File: src/rtl/lwsm_pkg.sv
// Package for the latest-window slot manager.
// Holds slot constants, request and status codes, item structs and the
// controller/datapath command and status structs. No dependencies.
`timescale 1ns / 1ps

package lwsm_pkg;

  localparam int SLOTS = 4;
  localparam int IDX_W = (SLOTS > 1) ? $clog2(SLOTS) : 1;
  localparam logic [4:0] SLOTS_V = 5'(SLOTS);

  localparam logic [2:0] REQ_BEGIN   = 3'd0;
  localparam logic [2:0] REQ_PUBLISH = 3'd1;
  localparam logic [2:0] REQ_ACQUIRE = 3'd2;
  localparam logic [2:0] REQ_RELEASE = 3'd3;
  localparam logic [2:0] REQ_CLEAR   = 3'd4;

  localparam logic [1:0] ST_FREE    = 2'd0;
  localparam logic [1:0] ST_WRITING = 2'd1;
  localparam logic [1:0] ST_READY   = 2'd2;
  localparam logic [1:0] ST_READING = 2'd3;

  typedef struct packed {
    logic [2:0]  req_type;
    logic [1:0]  slot_sel;
    logic [63:0] stamp_in;
  } req_item_t;

  typedef struct packed {
    logic        granted;
    logic [1:0]  slot_out;
    logic [63:0] stamp_out;
  } res_item_t;

  typedef struct packed {
    logic load;
    logic exec;
    logic find_step;
    logic sweep_step;
    logic finish;
  } ctl_cmd_t;

  typedef struct packed {
    logic is_acquire;
    logic last_idx;
  } ctl_sts_t;

endpackage

File: src/rtl/lwsm_ctrl.sv
// Controller for the latest-window slot manager.
// Sequences the exec step of every request and the two slot scans of acquire; uses lwsm_pkg.
`timescale 1ns / 1ps

module lwsm_ctrl
  import lwsm_pkg::*;
(
  input  logic     clk,
  input  logic     rst_n,
  input  logic     start,
  output logic     busy,
  output logic     out_strobe,
  output ctl_cmd_t cmd,
  input  ctl_sts_t sts
);

  typedef enum logic [1:0] {
    S_IDLE,
    S_EXEC,
    S_FIND,
    S_SWEEP
  } state_t;

  state_t state_r, state_nxt;
  logic   out_strobe_r;

  always_comb begin
    cmd            = '0;
    cmd.load       = (state_r == S_IDLE) && start;
    cmd.exec       = (state_r == S_EXEC);
    cmd.find_step  = (state_r == S_FIND);
    cmd.sweep_step = (state_r == S_SWEEP);
    cmd.finish     = cmd.exec || (cmd.sweep_step && sts.last_idx);
  end

  always_comb begin
    state_nxt = state_r;
    case (state_r)
      S_IDLE: begin
        if (start) state_nxt = S_EXEC;
      end
      S_EXEC: begin
        // acquire needs the scan; everything else is done here
        if (sts.is_acquire) state_nxt = S_FIND;
        else state_nxt = S_IDLE;
      end
      S_FIND: begin
        if (sts.last_idx) state_nxt = S_SWEEP;
      end
      S_SWEEP: begin
        if (sts.last_idx) state_nxt = S_IDLE;
      end
      default: state_nxt = S_IDLE;
    endcase
  end

  always_ff @(posedge clk) begin
    if (!rst_n) begin
      state_r      <= S_IDLE;
      out_strobe_r <= 1'b0;
    end else begin
      state_r      <= state_nxt;
      out_strobe_r <= cmd.finish && !(cmd.exec && sts.is_acquire);
    end
  end

  assign busy       = (state_r != S_IDLE);
  assign out_strobe = out_strobe_r;

endmodule

File: src/rtl/lwsm_dpath.sv
// Datapath for the latest-window slot manager: slot status and stamps,
// request hold register, acquire scan registers and result register; uses lwsm_pkg.
`timescale 1ns / 1ps

module lwsm_dpath
  import lwsm_pkg::*;
(
  input  logic      clk,
  input  logic      rst_n,
  input  req_item_t in_item,
  input  ctl_cmd_t  cmd,
  output ctl_sts_t  sts,
  output res_item_t out_item
);

  logic [1:0]       status_r [SLOTS];
  logic [1:0]       status_nxt [SLOTS];
  logic [63:0]      stamp_r [SLOTS];
  logic [63:0]      stamp_nxt [SLOTS];
  req_item_t        req_r;
  logic [IDX_W-1:0] idx_r, idx_nxt;
  logic             found_r, found_nxt;
  logic [IDX_W-1:0] best_r, best_nxt;
  logic [63:0]      best_stamp_r, best_stamp_nxt;
  res_item_t        res_r, res_nxt;

  logic             last;
  logic             sel_ok;
  logic [IDX_W-1:0] sel_idx;
  logic             free_hit;
  logic [IDX_W-1:0] free_idx;
  logic [1:0]       cur_status;
  logic [63:0]      cur_stamp;

  assign last       = (idx_r == IDX_W'(SLOTS - 1));
  assign sel_ok     = ({3'b000, req_r.slot_sel} < SLOTS_V);
  assign sel_idx    = IDX_W'(req_r.slot_sel);
  assign cur_status = status_r[idx_r];
  assign cur_stamp  = stamp_r[idx_r];

  // lowest free slot
  always_comb begin
    free_hit = 1'b0;
    free_idx = '0;
    for (int i = SLOTS - 1; i >= 0; i--) begin
      if (status_r[i] == ST_FREE) begin
        free_hit = 1'b1;
        free_idx = IDX_W'(i);
      end
    end
  end

  always_comb begin
    status_nxt     = status_r;
    stamp_nxt      = stamp_r;
    idx_nxt        = idx_r;
    found_nxt      = found_r;
    best_nxt       = best_r;
    best_stamp_nxt = best_stamp_r;
    res_nxt        = res_r;

    if (cmd.load) begin
      idx_nxt   = '0;
      found_nxt = 1'b0;
    end

    if (cmd.exec) begin
      res_nxt = '0;
      case (req_r.req_type)
        REQ_BEGIN: begin
          if (free_hit) begin
            status_nxt[free_idx] = ST_WRITING;
            res_nxt.granted      = 1'b1;
            res_nxt.slot_out     = 2'(free_idx);
          end
        end
        REQ_PUBLISH: begin
          if (sel_ok) begin
            status_nxt[sel_idx] = ST_READY;
            stamp_nxt[sel_idx]  = req_r.stamp_in;
            res_nxt.granted     = 1'b1;
          end
        end
        REQ_RELEASE: begin
          if (sel_ok) begin
            status_nxt[sel_idx] = ST_FREE;
            res_nxt.granted     = 1'b1;
          end
        end
        REQ_CLEAR: begin
          for (int i = 0; i < SLOTS; i++) begin
            status_nxt[i] = ST_FREE;
            stamp_nxt[i]  = '0;
          end
          res_nxt.granted = 1'b1;
        end
        default: res_nxt = '0;
      endcase
    end

    // pass one: keep the first ready slot with the greatest stamp
    if (cmd.find_step) begin
      if (cur_status == ST_READY && (!found_r || cur_stamp > best_stamp_r)) begin
        found_nxt      = 1'b1;
        best_nxt       = idx_r;
        best_stamp_nxt = cur_stamp;
      end
      idx_nxt = last ? '0 : idx_r + 1'b1;
    end

    // pass two: claim the winner, drop older ready slots
    if (cmd.sweep_step) begin
      if (found_r) begin
        if (idx_r == best_r) begin
          status_nxt[idx_r] = ST_READING;
        end else if (cur_status == ST_READY && cur_stamp < best_stamp_r) begin
          status_nxt[idx_r] = ST_FREE;
        end
      end
      idx_nxt = last ? '0 : idx_r + 1'b1;
      if (cmd.finish) begin
        res_nxt.granted   = found_r;
        res_nxt.slot_out  = found_r ? 2'(best_r) : 2'b00;
        res_nxt.stamp_out = found_r ? best_stamp_r : 64'd0;
      end
    end
  end

  always_ff @(posedge clk) begin
    if (!rst_n) begin
      for (int i = 0; i < SLOTS; i++) begin
        status_r[i] <= ST_FREE;
        stamp_r[i]  <= '0;
      end
      idx_r   <= '0;
      found_r <= 1'b0;
    end else begin
      status_r <= status_nxt;
      stamp_r  <= stamp_nxt;
      idx_r    <= idx_nxt;
      found_r  <= found_nxt;
    end
  end

  always_ff @(posedge clk) begin
    if (cmd.load) req_r <= in_item;
    best_r       <= best_nxt;
    best_stamp_r <= best_stamp_nxt;
    res_r        <= res_nxt;
  end

  assign sts.is_acquire = (req_r.req_type == REQ_ACQUIRE);
  assign sts.last_idx   = last;
  assign out_item       = res_r;

endmodule

File: src/rtl/latest_window_slot_manager.sv
// Top level of the latest-window slot manager.
// Joins lwsm_ctrl and lwsm_dpath; uses lwsm_pkg.
//
// Usage:
//   Requests arrive on in_item and are taken at a rising edge where start is
//   high and busy is low. Each request yields exactly one result on out_item,
//   shown for one cycle with out_strobe high; the receiver cannot stall it.
//   Begin write, publish, release, clear and unknown codes are executed in the
//   EXEC state, and the result and out_strobe are then registered. Acquire
//   latest goes on from EXEC: the controller walks the slots once to find the
//   newest ready stamp, one 64-bit compare per cycle, then once more to mark
//   the winner reading and free older ready slots. busy falls in the strobe
//   cycle, so a new request can be taken while a result is shown.
//   Reset (rst_n low, synchronous) frees every slot, zeroes all stamps and
//   returns the controller to idle with no strobe pending.
`timescale 1ns / 1ps

module latest_window_slot_manager
  import lwsm_pkg::*;
(
  input  logic      clk,
  input  logic      rst_n,
  input  logic      start,
  output logic      busy,
  input  req_item_t in_item,
  output logic      out_strobe,
  output res_item_t out_item
);

  ctl_cmd_t cmd;
  ctl_sts_t sts;

  lwsm_ctrl u_ctrl (
    .clk        (clk),
    .rst_n      (rst_n),
    .start      (start),
    .busy       (busy),
    .out_strobe (out_strobe),
    .cmd        (cmd),
    .sts        (sts)
  );

  lwsm_dpath u_dpath (
    .clk      (clk),
    .rst_n    (rst_n),
    .in_item  (in_item),
    .cmd      (cmd),
    .sts      (sts),
    .out_item (out_item)
  );

  a_strobe_idle: assert property (@(posedge clk) disable iff (!rst_n)
    out_strobe |-> !busy)
    else $error("result strobe while busy");

  a_accept_busy: assert property (@(posedge clk) disable iff (!rst_n)
    (start && !busy) |=> busy)
    else $error("request taken but controller not busy");

  a_strobe_after_work: assert property (@(posedge clk) disable iff (!rst_n)
    out_strobe |-> $past(busy))
    else $error("strobe without a request in progress");

  a_refused_zero: assert property (@(posedge clk) disable iff (!rst_n)
    (out_strobe && !out_item.granted) |->
      (out_item.slot_out == 2'b00 && out_item.stamp_out == 64'd0))
    else $error("refused result carries nonzero fields");

endmodule
File: config.mk
export PLATFORM = sky130hd
export DESIGN_NAME = latest_window_slot_manager
export DESIGN_NICKNAME = d
export VERILOG_FILES = /design/src/rtl/lwsm_pkg.sv /design/src/rtl/lwsm_ctrl.sv /design/src/rtl/lwsm_dpath.sv /design/src/rtl/latest_window_slot_manager.sv
export SDC_FILE = /design/constraint.sdc
export NUM_CORES = 1
export LEC_CHECK = 0
export CAP_MARGIN = 0
export CELL_PAD_IN_SITES_DETAIL_PLACEMENT = 1
export CELL_PAD_IN_SITES_GLOBAL_PLACEMENT = 2
export CORE_ASPECT_RATIO = 0.9
export CORE_MARGIN = 1
export CORE_UTILIZATION = 41
export DETAILED_ROUTE_END_ITERATION = 8
export DONT_BUFFER_PORTS = 1
export GPL_TIMING_DRIVEN = 0
export PLACE_DENSITY = 0.76
export SYNTH_ARGS = -nofsm -noshare
export SYNTH_HDL_FRONTEND = slang
export SYNTH_SLANG_ARGS = --single-unit
export TNS_END_PERCENT = 20
File: constraint.sdc
create_clock -name clk -period 8.1 [get_ports clk]
set_input_delay 1.62 -clock clk [delete_from_list [all_inputs] [get_ports clk]]
set_output_delay 1.62 -clock clk [all_outputs]
set_load 0.1 [all_outputs]
==> results of run 1 <==
layout make-up:
cell class              count  area [um2]
inverters                  74         278
plain buffers             146         589
clock buffers              68        1410
flip-flops and latches    472       10800
fillers                  5177       24600
multi-input cells        1189        7700
well taps                 616         771
clock inverters            28         298
repair buffers              4        80.1
stage by stage:
step / setup TNS, ns / power (mW) / setup WS (ns)
floorplan: 0 / 2.62 / 0.811
global placement: -198.18 / 2.69 / -3.01
detailed placement: 0 / 2.69 / 1.41
CTS: 0 / 5.09 / 1.37
global route: 0 / 5.19 / 1.22
finish: 0 / 5.05 / 1.42
Yosys cell counts (5+ instances only):
master    number  area (um2)
mux4_2        64        1440
a21oi_1      293        1470
edfxtp_1     135        4050
nand3_1      270        1350
a211oi_1       6        45.0
a22o_1        64         561
ha_1          68         851
nor3_1         7        35.0
o21ai_0       15        75.1
buf_2         32         160
nor2b_1        5        31.3
nand4_1       14        87.6
nand2_1      293        1100
inv_1         72         270
buf_1         20        75.1
nor2_1        24        90.1
clkbuf_1      94         353
dfxtp_1      337        6750
sequential cells by signal, indices dropped and copies added (netlist names), 2 cells and up, named ones only:
register,cells
u_dpath.stamp_r,256
u_dpath.idx_r,2
u_dpath.best_r,2
u_dpath.status_r,8
u_dpath.best_stamp_r,64
u_dpath.out_item,67
u_dpath.sel_idx,2
u_dpath.req_r,67
worst reg2reg max path, stage by stage (launching register included):
cell and delay (ns):
dfxtp_1 0.41, clkbuf_1 0.29, clkbuf_1 0.70, clkbuf_1 1.03, mux4_2 0.47, ha_1 0.34
nand4_1 0.17, nor4_1 0.60, nand3_1 0.27, or4_4 0.53, a21oi_4 0.20, nor3_1 0.11
a21oi_4 0.73, buf_12 0.28, buf_12 0.23
cell usage in the layout (no fill, tap or decap), types with 3 or more instances in the layout:
master and n:
clkinv_1 5, a221o_1 3, clkinv_2 13, a41oi_1 4
buf_2 32, clkbuf_1 106, nand3_1 270, nor2_1 23
edfxtp_1 135, o21ai_1 3, o22a_1 3, clkbuf_8 3
clkinvlp_4 3, clkbuf_16 53, buf_1 19, nor2b_1 5
mux4_2 64, bufinv_16 6, a211oi_1 6, nor3_1 7
dfxtp_1 337, a22o_1 64, buf_12 4, inv_1 72
nand4_1 14, nand2_1 293, and3_1 4, o22ai_1 4
a31oi_1 3, a21oi_1 292, o21ai_0 15, and2_1 4
ha_1 68
power by group through the flow:
| stage | registers [mW] | clock network [mW] | logic, mW |
|---|---|---|---|
| global route | 2.51 | 2.55 | 0.138 |
| CTS | 2.51 | 2.45 | 0.129 |
| detailed placement | 2.56 | 0 | 0.129 |
| global placement | 2.56 | 0 | 0.122 |
| floorplan | 2.54 | 0 | 0.0758 |
| finish | 2.51 | 2.41 | 0.128 |
cells by family (layout without fill, tap and decap cells):
group,count (synthesis),count (layout)
AO/OA/AOI/OAI,418,418
XOR/XNOR,3,3
adder cells (fa/ha/maj),68,68
buffers and inverters,220,320
flip-flops,472,472
multiplexers,64,64
AND/OR/NAND/NOR,636,636
per-layer routing:
| layer | vias up | share of wire (%) | global-route usage [%] |
|---|---|---|---|
| met2 | 418 | 46 | 43.7 |
| met4 | 0 | 2.8 | 8.81 |
| met3 | 104 | 5.6 | 4.50 |
| li1 | 6898 | - | - |
| met1 | 7669 | 45 | 37.7 |
| met5 | - | 0 | 0 |
worst paths after layout:
check	from	slack, ns	endpoint	cells after the start
max	u_dpath.idx_r[1]$_SDFFE_PN0P_	1.42	u_dpath.best_stamp_r[43]$_DFFE_PP_	14
min reg2reg	u_dpath.stamp_r[182]$_SDFFE_PN0P_	0.47	u_dpath.stamp_r[182]$_SDFFE_PN0P_	2
max reg2reg	u_dpath.idx_r[1]$_SDFFE_PN0P_	1.42	u_dpath.best_stamp_r[43]$_DFFE_PP_	14
min	u_dpath.stamp_r[182]$_SDFFE_PN0P_	0.47	u_dpath.stamp_r[182]$_SDFFE_PN0P_	2
==> flow_summary.json, run 1 <==
{
  "dpl_cell_area_mm2": 0.0202,
  "crit_path_top_delay_cell": "clkbuf_1",
  "rows": 75,
  "crit_chain": "clkbuf_1 -> clkbuf_1 -> clkbuf_1 -> mux4_2 -> ha_1 -> nand4_1 -> nor4_1 -> nand3_1 -> or4_4 -> a21oi_4 -> nor3_1 -> a21oi_4 -> buf_12 -> buf_12",
  "syn_inst": 1881,
  "fp.coreArea_mm2": 0.0465,
  "routed_wl_um": 65100,
  "cp_top_family": "buffers and inverters",
  "hold_ws_ns": 0.465,
  "place_inst": 2501,
  "synth_nets": 2021,
  "p_leak_nw": 7.60,
  "finalInstanceArea_mm2": 0.0219,
  "cp.required_ns": 8.39,
  "p_clk_share_pct": 47.8,
  "hold_violations": 0,
  "critPathLaunchType": "flop",
  "insertedDiodeCount": 0,
  "postCtsSetupBuffers": 0,
  "arrival_ns": 6.97,
  "yosys.area_share.simple_pct": 14.9,
  "clock_latency_ns": 0.59,
  "cpPeakStageDelay_ns": 1.02,
  "cts-root-buf": "clkbuf_16",
  "power_frac_seq_pct": 49.7,
  "hold_path.class": "reg -> reg",
  "synth_xor_area_share_pct": 0.136,
  "boundaryPins": 141,
  "synth_seq_cells": 472,
  "drive_above_1_share_pct": 9.69,
  "drc": 0,
  "die-area_mm2": 0.0481,
  "synth_top_family_by_area": "simple AND/OR/NAND/NOR gates",
  "portBuffers": 0,
  "ant_nets": 0,
  "area_delta_synth_final_pct": 13.3,
  "cp.buffers_inverters": 5,
  "finalNonFillerCells": 2597,
  "first_pass_iters": 7,
  "finalCriticalPeriod_ns": 6.68,
  "cpMostUsedCell": "clkbuf_1",
  "synth_compound_area_share_pct": 12.8,
  "vias_per_cell": 5.81,
  "clock_sinks": 472,
  "synthMuxAreaShare_pct": 7.45,
  "finalCritPeriodShare_pct": 82.5,
  "grt_max_degree": 35,
  "p_comb_share_pct": 2.5,
  "cts_made_buffers": 52,
  "fmax_ghz": 0.150,
  "grt_pass1_wl_um": 98900,
  "crit_path_end_kind": "flop",
  "syn_area_mm2": 0.0193,
  "dpl.hpwl_um": 44800,
  "track_usage_pct": 27.3,
  "final-setup-viol-count": 0,
  "p_per_area_mw_per_mm2": 230,
  "p_sw_share_pct": 22.6,
  "yosysUniqueCellTypes": 54,
  "maxCapViolations": 0,
  "grt_pass1_vias": 15700,
  "grt_overflow": 0,
  "p_switching_mw": 1.14,
  "synth_adder_area_share_pct": 4.40,
  "fin_skew_ns": 0.0192,
  "nNetsFinal": 2079,
  "ys_warn_count": 0,
  "die_y_um": 208,
  "clk_path_buf_depth": 3,
  "worstPathMaxFanout": 23,
  "antenna_found_initial": 0,
  "synth_edf_count": 135,
  "rsz0062_at_grt": "no",
  "irDropWorstVdd_mv": 0.229,
  "synthArstFlopShare_pct": 0,
  "first_iter_violations": 1042,
  "num_vias": 15100,
  "fp.dieW_um": 231,
  "drv_slew": 0,
  "wl_per_cell_um": 25.1,
  "floorplan.initialDensity_pct": 41.6,
  "gp_congestion": 0.853,
  "cts_htree_levels": 2,
  "cts-resized-gates": 0,
  "status": "finished clean",
  "synth_top_flop_cell": "dfxtp_1",
  "avgSynthCellArea_um2": 10.3,
  "clk_pin_slew_worst_paths_ns": 0.07,
  "p_int_mw": 3.90,
  "ys_seq_area_share_pct": 55.8,
  "worst_slew_pin_slew_ns": 1.30,
  "fin_util_pct": 47.1,
  "cts_tree": "built",
  "cts_hold_buf": 0,
  "worstSetupPathType": "reg -> reg",
  "relSlewSlack_pct": 13.2
}
No activity file was read; power rests on OpenSTA's default activity.
==> run 2: changes to the inputs <==
==> constraint.sdc (replaced) <==
create_clock -name clk -period 6.9 [get_ports clk]
set_input_delay 1.38 -clock clk [delete_from_list [all_inputs] [get_ports clk]]
set_output_delay 1.38 -clock clk [all_outputs]
set_load 0.1 [all_outputs]
==> run 2 against run 1 <==
Clock skew decreased by 0.0026 ns. Total power grew 21%. Largest power group is now clock. Clock power up 24%. Clock-buffer cell count increased by 11. Global-route usage is 0.052 points higher. Combinational power rose by 18%. Via count is 0.30% lower. Sequential share of layout area is 0.30 points lower. Utilization up 0.29 points. Sequential power increased by 17%. Hold slack improved by 0.00081 ns.
==> flow_summary.json, run 2 (same netlist as run 1, synthesis figures left out) <==
{
  "final_common_cell": "dfxtp_1",
  "rsz0062_at_grt": "no",
  "worstPathMaxFanout": 25,
  "clock_latency_ns": 0.61,
  "area_delta_synth_final_pct": 14.0,
  "nNetsFinal": 2079,
  "status": "finished clean",
  "n_fill_cell": 5104,
  "crit_path_end_kind": "flop",
  "drv_slew": 0,
  "boundaryPins": 141,
  "fmax_ghz": 0.160,
  "fin_skew_ns": 0.0166,
  "clk_pin_slew_worst_paths_ns": 0.06,
  "critPathLaunchType": "flop",
  "cp_top_family": "buffers and inverters",
  "p_per_area_mw_per_mm2": 276,
  "ant_nets": 0,
  "gp_congestion": 0.852,
  "grt_max_degree": 34,
  "floorplan.initialDensity_pct": 41.6,
  "arrival_ns": 6.56,
  "drc": 0,
  "mostFrequentLayoutCells": "337 x dfxtp_1, 293 x nand2_1, 292 x a21oi_1",
  "relSlewSlack_pct": 12.2,
  "finalCriticalPeriod_ns": 6.26,
  "worstSetupPathType": "reg -> reg",
  "cp.buffers_inverters": 4,
  "insertedDiodeCount": 0,
  "grt_overflow": 0,
  "postCtsSetupBuffers": 0,
  "vias_per_cell": 5.79,
  "antenna_found_initial": 0,
  "hold_ws_ns": 0.466,
  "finalNonFillerCells": 2599,
  "cts_hold_buf": 0,
  "place_inst": 2501,
  "final-setup-viol-count": 0,
  "cts_htree_levels": 2,
  "finalInstanceArea_mm2": 0.0221,
  "routed_wl_um": 65300,
  "dpl_cell_area_mm2": 0.0202,
  "maxCapViolations": 0,
  "first_iter_violations": 1009,
  "wl_per_cell_um": 25.1,
  "cp.required_ns": 7.20,
  "worst_slew_pin_slew_ns": 1.32,
  "setup_ws_ns": 0.641,
  "top_register": "u_dpath.stamp_r",
  "fp.coreArea_mm2": 0.0465,
  "clk_path_buf_depth": 3,
  "cts-root-buf": "clkbuf_16",
  "track_usage_pct": 27.4,
  "cts-resized-gates": 0,
  "cts_tree": "built",
  "hold_path.class": "reg -> reg",
  "rows": 75,
  "fin_util_pct": 47.4,
  "cpMostUsedCell": "clkbuf_1",
  "setup_tns_ns": 0,
  "num_vias": 15000,
  "dpl.hpwl_um": 44500,
  "finalPower_mw": 6.09,
  "first_pass_iters": 5,
  "crit_chain": "clkbuf_1 -> clkbuf_1 -> clkbuf_1 -> mux4_2 -> ha_1 -> nand4_1 -> nor4_1 -> nand3_1 -> or4_4 -> a21oi_4 -> nor3_1 -> a21oi_4 -> buf_12",
  "ff2ff_setup_slack_ns": 0.64,
  "holdCritStartpoint": "u_dpath.stamp_r[11]$_SDFFE_PN0P_",
  "pre_cts_slack_ns": 0.639,
  "crit_path_start": "u_dpath.idx_r[1]$_SDFFE_PN0P_",
  "largest_reg_flops": 256,
  "irDropWorstVdd_mv": 0.202,
  "grt_pass1_vias": 15400,
  "grt_pass1_wl_um": 98500,
  "drive_above_1_share_pct": 9.88,
  "portBuffers": 0,
  "r2r-start": "u_dpath.idx_r[1]$_SDFFE_PN0P_",
  "cpPeakStageDelay_ns": 1.03,
  "p_leak_nw": 7.67,
  "die-area_mm2": 0.0481,
  "clock_sinks": 472,
  "cts_made_buffers": 52,
  "fp.dieW_um": 231,
  "finalCritPeriodShare_pct": 90.7,
  "hold_violations": 0,
  "crit_path_top_delay_cell": "clkbuf_1",
  "die_y_um": 208
}
## run 2: final cells by class
cell class	count	area, um2	area share, %
timing repair buffer	4	80.1	0.363
clock buffer	79	1590	7.20
tap	616	771	3.49
inverter	74	278	1.26
multi-input combinational	1189	7700	34.9
buffer	146	588	2.67
sequential	472	10800	49.0
clock inverter	19	260	1.18
## run 2: per-layer routing
layer | share of wire (%) | global-route usage [%]
met5 | 0 | 0
met4 | 2.4 | 8.24
met3 | 5.5 | 4.55
met2 | 47 | 43.7
met1 | 45 | 38.0
## run 2: worst min-delay path, stage by stage, from the launching register on
cell     delay [ns]
dfxtp_1        0.30
nand3_1        0.06
a21oi_1        0.06
## run 2: final timing paths
path / endpoint / depth (start not counted)
worst max-delay path: u_dpath.best_stamp_r[36]$_DFFE_PP_ / 13
worst min-delay path: u_dpath.stamp_r[11]$_SDFFE_PN0P_ / 2
worst max register to register: u_dpath.best_stamp_r[36]$_DFFE_PP_ / 13
worst min register to register: u_dpath.stamp_r[11]$_SDFFE_PN0P_ / 2
## run 2: power breakdown
group / leakage, nW / switching, mW / total, mW / internal [mW]
sequential: 3.99 / 0.0581 / 2.94 / 2.89
clock: 0.914 / 1.18 / 2.99 / 1.81
combinational: 2.77 / 0.119 / 0.151 / 0.0325
